[config.mk]
export PLATFORM = sky130hd
export DESIGN_NAME = phx_round
export DESIGN_NICKNAME = d
export VERILOG_FILES = /design/src/phx_pkg.sv /design/src/phx_round.sv
export SDC_FILE = /design/constraint.sdc
export NUM_CORES = 2
export LEC_CHECK = 0
export BUFFER_PORTS_ARGS = -buffer_cell sky130_fd_sc_hd__clkbuf_2
export CAP_MARGIN = 20
export CORE_MARGIN = 2
export CORE_UTILIZATION = 43
export DETAILED_ROUTE_END_ITERATION = 7
export GPL_ROUTABILITY_DRIVEN = 1
export PLACE_DENSITY = 0.66
export SLEW_MARGIN = 10
export SYNTH_ARGS = -nofsm -noshare
export SYNTH_HDL_FRONTEND = slang
export SYNTH_SLANG_ARGS = --single-unit
[constraint.sdc]
create_clock -name clk -period 0.8 [get_ports clk]
set_input_delay 0.04 -clock clk [delete_from_list [all_inputs] [get_ports clk]]
set_output_delay 0.04 -clock clk [all_outputs]
set_load 0.1 [all_outputs]
[src/phx_pkg.sv]
package phx_pkg;

    localparam int unsigned ROUNDS = 10;
    localparam int unsigned LANES  = 4;
    localparam int unsigned WORD_W = 32;

    localparam logic [WORD_W-1:0] MUL_A  = 32'hD2511F53;
    localparam logic [WORD_W-1:0] MUL_B  = 32'hCD9E8D57;
    localparam logic [WORD_W-1:0] WEYL_A = 32'h9E3779B9;
    localparam logic [WORD_W-1:0] WEYL_B = 32'hBB67AE85;

    localparam int unsigned ADDR_W = 5;
    localparam logic [2:0] REG_KEY_LOW    = 3'd0;
    localparam logic [2:0] REG_KEY_HIGH   = 3'd1;
    localparam logic [2:0] REG_CTR_OFFSET = 3'd2;
    localparam logic [2:0] REG_ELEM_TOTAL = 3'd3;
    localparam logic [2:0] REG_RANGE_LOW  = 3'd4;
    localparam logic [2:0] REG_RANGE_HIGH = 3'd5;

    localparam logic [WORD_W-1:0] RANGE_HIGH_RESET = 32'h0001_0000;

    typedef logic [WORD_W-1:0] word_t;

    typedef struct packed {
        logic [LANES-1:0]             mask;
        logic [LANES-1:0][WORD_W-1:0] w;
    } phx_item_t;

    typedef struct packed {
        logic [WORD_W-1:0] k1;
        logic [WORD_W-1:0] k0;
    } phx_key_t;

    typedef struct packed {
        logic [LANES-1:0]             mask;
        logic [LANES-1:0][WORD_W-1:0] w;
        logic [LANES-1:0][WORD_W-1:0] q;
    } phx_map_t;

    // Key offset after r bumps by a Weyl constant, modulo 2^32.
    function automatic word_t weyl_offset(input word_t c, input int unsigned r);
        logic [2*WORD_W-1:0] p;
        p = (2*WORD_W)'(c) * (2*WORD_W)'(r);
        return p[WORD_W-1:0];
    endfunction

endpackage

[src/phx_round.sv]
module phx_round import phx_pkg::*; (
    input  logic      clk,
    input  logic      rst_n,
    input  logic      en,
    input  logic      in_valid,
    input  phx_item_t in_item,
    input  phx_key_t  key,
    output logic      out_valid,
    output phx_item_t out_item
);

    logic [2*WORD_W-1:0] prod_a;
    logic [2*WORD_W-1:0] prod_b;
    phx_item_t           item_next;
    phx_item_t           item_reg;
    logic                valid_reg;

    always_comb
    begin
        prod_a = (2*WORD_W)'(MUL_A) * (2*WORD_W)'(in_item.w[0]);
        prod_b = (2*WORD_W)'(MUL_B) * (2*WORD_W)'(in_item.w[2]);
        item_next.mask = in_item.mask;
        item_next.w[0] = prod_b[2*WORD_W-1:WORD_W] ^ in_item.w[1] ^ key.k0;
        item_next.w[1] = prod_b[WORD_W-1:0];
        item_next.w[2] = prod_a[2*WORD_W-1:WORD_W] ^ in_item.w[3] ^ key.k1;
        item_next.w[3] = prod_a[WORD_W-1:0];
    end

    always_ff @(posedge clk or negedge rst_n)
    begin
        if (!rst_n)
        begin
            valid_reg <= 1'b0;
        end
        else if (en)
        begin
            valid_reg <= in_valid;
        end
    end

    always_ff @(posedge clk)
    begin
        if (en)
        begin
            item_reg <= item_next;
        end
    end

    assign out_valid = valid_reg;
    assign out_item  = item_reg;

endmodule

==> impl_metrics.tcl <==
set metrics [dict create \
    yosysTopAreaCellShare_pct 38.4 \
    hold_path_class "in2reg" \
    yosys_warnings 0 \
    path_class "in2reg" \
    crit_top_cell "fa_1" \
    gp_congestion 1.02 \
    ys.flop_type "edfxtp_1" \
    path_cells "buf_8 > fa_2 > fa_1 > inv_2 > fa_1 > inv_2 > fa_1 > inv_2 > fa_1 > fa_1 > fa_1 > fa_1 > inv_2 > ha_4 > nand4_1 > or3_4 > nand3b_1 > a21boi_4 > a211oi_2 > buf_4 > o21bai_4 > a2111oi_4 > nor4_2" \
    yosysMostFrequentCell "inv_1" \
    synth_seq_area_share_pct 9.49 \
    htree_levels 4 \
    ios 333 \
    worst-path-buf-inv 6 \
    rrSetupSlack_ns -0.05 \
    ant_nets 0 \
    slowest_stage "fa_1" \
    crit_path_start_kind "input pin" \
    rows 114 \
    violations "setup timing" \
    clk_path_buf_depth 2 \
    grt_remaining_overflow 0 \
    dieArea_sq_mm 0.100 \
    min_period_over_period_pct 788 \
    synth_seq_cells 133 \
    dr.first_iter.drc_count 2010 \
    max_slew_margin_pct 54.5 \
    grt_pass1_vias 36800 \
    die_w_microns 317 \
    vias 33400 \
    synth_top_cell_by_area "fa_1" \
    setup_viol 266 \
    status "finished with violations" \
    die_height_microns 317 \
    critical_path.max_stage_delay_ns 0.59 \
    avgViaCountPerCell 4.98 \
    initial_core_util_pct 43.5 \
    antenna_found_initial 11 \
    cpLargestDelayFamily "adder cells" \
    post_synth_num_cell_types 84 \
    preCtsSetupSlack_ns -6.30 \
    hold_viol 0 \
    endpoint_kind "register" \
    maxCapViolCount 0 \
    finish.utilization_pct 61.9 \
    synthArstFlopShare_pct 0.752 \
    wl_microns 144000 \
    numCtsBuffers 17 \
    dpl.hpwl_microns 127000 \
    area_growth_pct 42.4 \
    synthTopCellsByCount "inv_1 (1233), fa_1 (805), ha_1 (804), xnor2_1 (194), a21oi_1 (141)" \
    grt_max_degree 19 \
    synth.avg_cell_area_sq_um 10.3 \
    critPathMaxFanout 3 \
    rsz0062_at_grt "true" \
    fin_crit_ns 6.30 \
    finalMaxSlewViolations 0 \
    synth_edf_count 132 \
    cp.required_ns 1.06 \
    drc_errors 0 \
    port_buffers 332 \
    dr.pass1.iters 5 \
    arrival_ns 6.56 \
    clock_latency_ns 0.50 \
    cts_tree "built" \
    whs_ns 0.0340 \
    setup_ws_ns -5.50 \
    grt_use_total_pct 29.6 \
    synthCells 4082 \
    avgRoutedWirePerCell_microns 21.4 \
    root_buffer "clkbuf_16" \
    synth_area_sq_mm 0.0420 \
    fmax_ghz 0.159 \
    drive_gt1_share_pct 36.3 \
    tightest_slew_ns 0.679 \
    clk_pin_slew_worst_paths_ns 0.08 \
    nets 7217 \
    synth_area_leaders "fa_1 (38%), ha_1 (24%), inv_1 (11%), edfxtp_1 (9.4%), xnor2_1 (4.0%)" \
    core_area_sq_mm 0.0967 \
    grt_pass1_wl_microns 219000 \
    cts.sink_count 133 \
    skew_ns 0 \
    synthesis.nets 5891 \
]
-- timing repair --
action / in CTS / in global routing
gates cloned: 0 / 0
hold buffers: 12 / 0
setup endpoints to repair: 257 / 270
pin swaps: 227 / 132
hold endpoints to repair: 17 / 0
buffers inserted: 76 / 26
gates resized for setup: 431 / 146
-- kinds of logic (layout without fill, tap and decap cells) --
kind of cell             Yosys count  count (layout)  share of synthesized area, %
multiplexers                       4               4                        0.0983
XOR/XNOR                         245             245                          5.11
other                              0               2                             0
AO/OA/AOI/OAI                    450             450                          7.33
flip-flops                       133             133                          9.49
adder cells (fa/ha/maj)         1609            1609                          62.3
AND/OR/NAND/NOR                  358             358                          4.17
buffers and inverters           1283            2622                          11.5
-- cells in the final DEF (no fill, tap or decap), types with 50 or more instances in the layout --
cell,synthesis,routed
inv_1,1233,1161
buf_4,0,906
fa_1,805,726
ha_1,804,664
xnor2_1,194,176
clkbuf_2,0,176
buf_12,0,142
ha_4,0,132
edfxtp_1,132,132
buf_6,0,99
nand2_1,107,79
a21o_1,79,79
fa_2,0,79
a21oi_1,141,70
inv_2,0,63
nor2_1,77,56
a21oi_2,3,50
-- final cells by class --
cell class / instances / area (sq um)
Timing Repair Buffer: 1357 / 12100
Sequential cell: 133 / 3990
Inverter: 1233 / 4670
Clock inverter: 15 / 209
Multi-Input combinational cell: 2666 / 36900
Antenna cell: 2 / 5.00
Clock buffer: 17 / 425
Tap cell: 1276 / 1600
Fill cell: 7856 / 36900
-- per-layer routing --
metal	wire, microns	share of wire (%)	track usage (%)
met2	68400	48	48.1
met5	108	0.075	0
met4	4710	3.3	8.86
met1	61800	43	40.5
met3	8540	6.0	5.16
-- flip-flops by register name, indices dropped and copies added (netlist names) --
signal and cells:
out_item 132, out_valid 1
-- worst paths after layout --
kind                        startpoint  cells past startpoint           end
hold reg to reg              out_valid                      1     out_valid
hold / removal                  key[3]                      4   out_item[3]
min in group asynchronous        rst_n                      3     out_valid
setup reg to reg             out_valid                      1     out_valid
max in group asynchronous        rst_n                      3     out_valid
setup / recovery           in_item[75]                     23  out_item[30]
-- worst min-delay path: stages --
cell	delay, ns
clkbuf_2	0.08
xor2_1	0.07
xnor2_1	0.13
xnor2_1	0.12
-- per-stage QoR --
step | instance area (sq um) | TNS, ns | std cells
floorplan | 43800 | -555.45 | 4082
global placement | 55900 | -628.20 | 6574
detailed placement | 55900 | -633.89 | 6574
CTS | 59100 | -604.08 | 6676
global route | 59900 | -619.45 | 6699
finish | 59900 | -599.93 | 6699
Power is not shown: default switching activity piles up to over one toggle a cycle in this logic, so the estimate is an artifact.
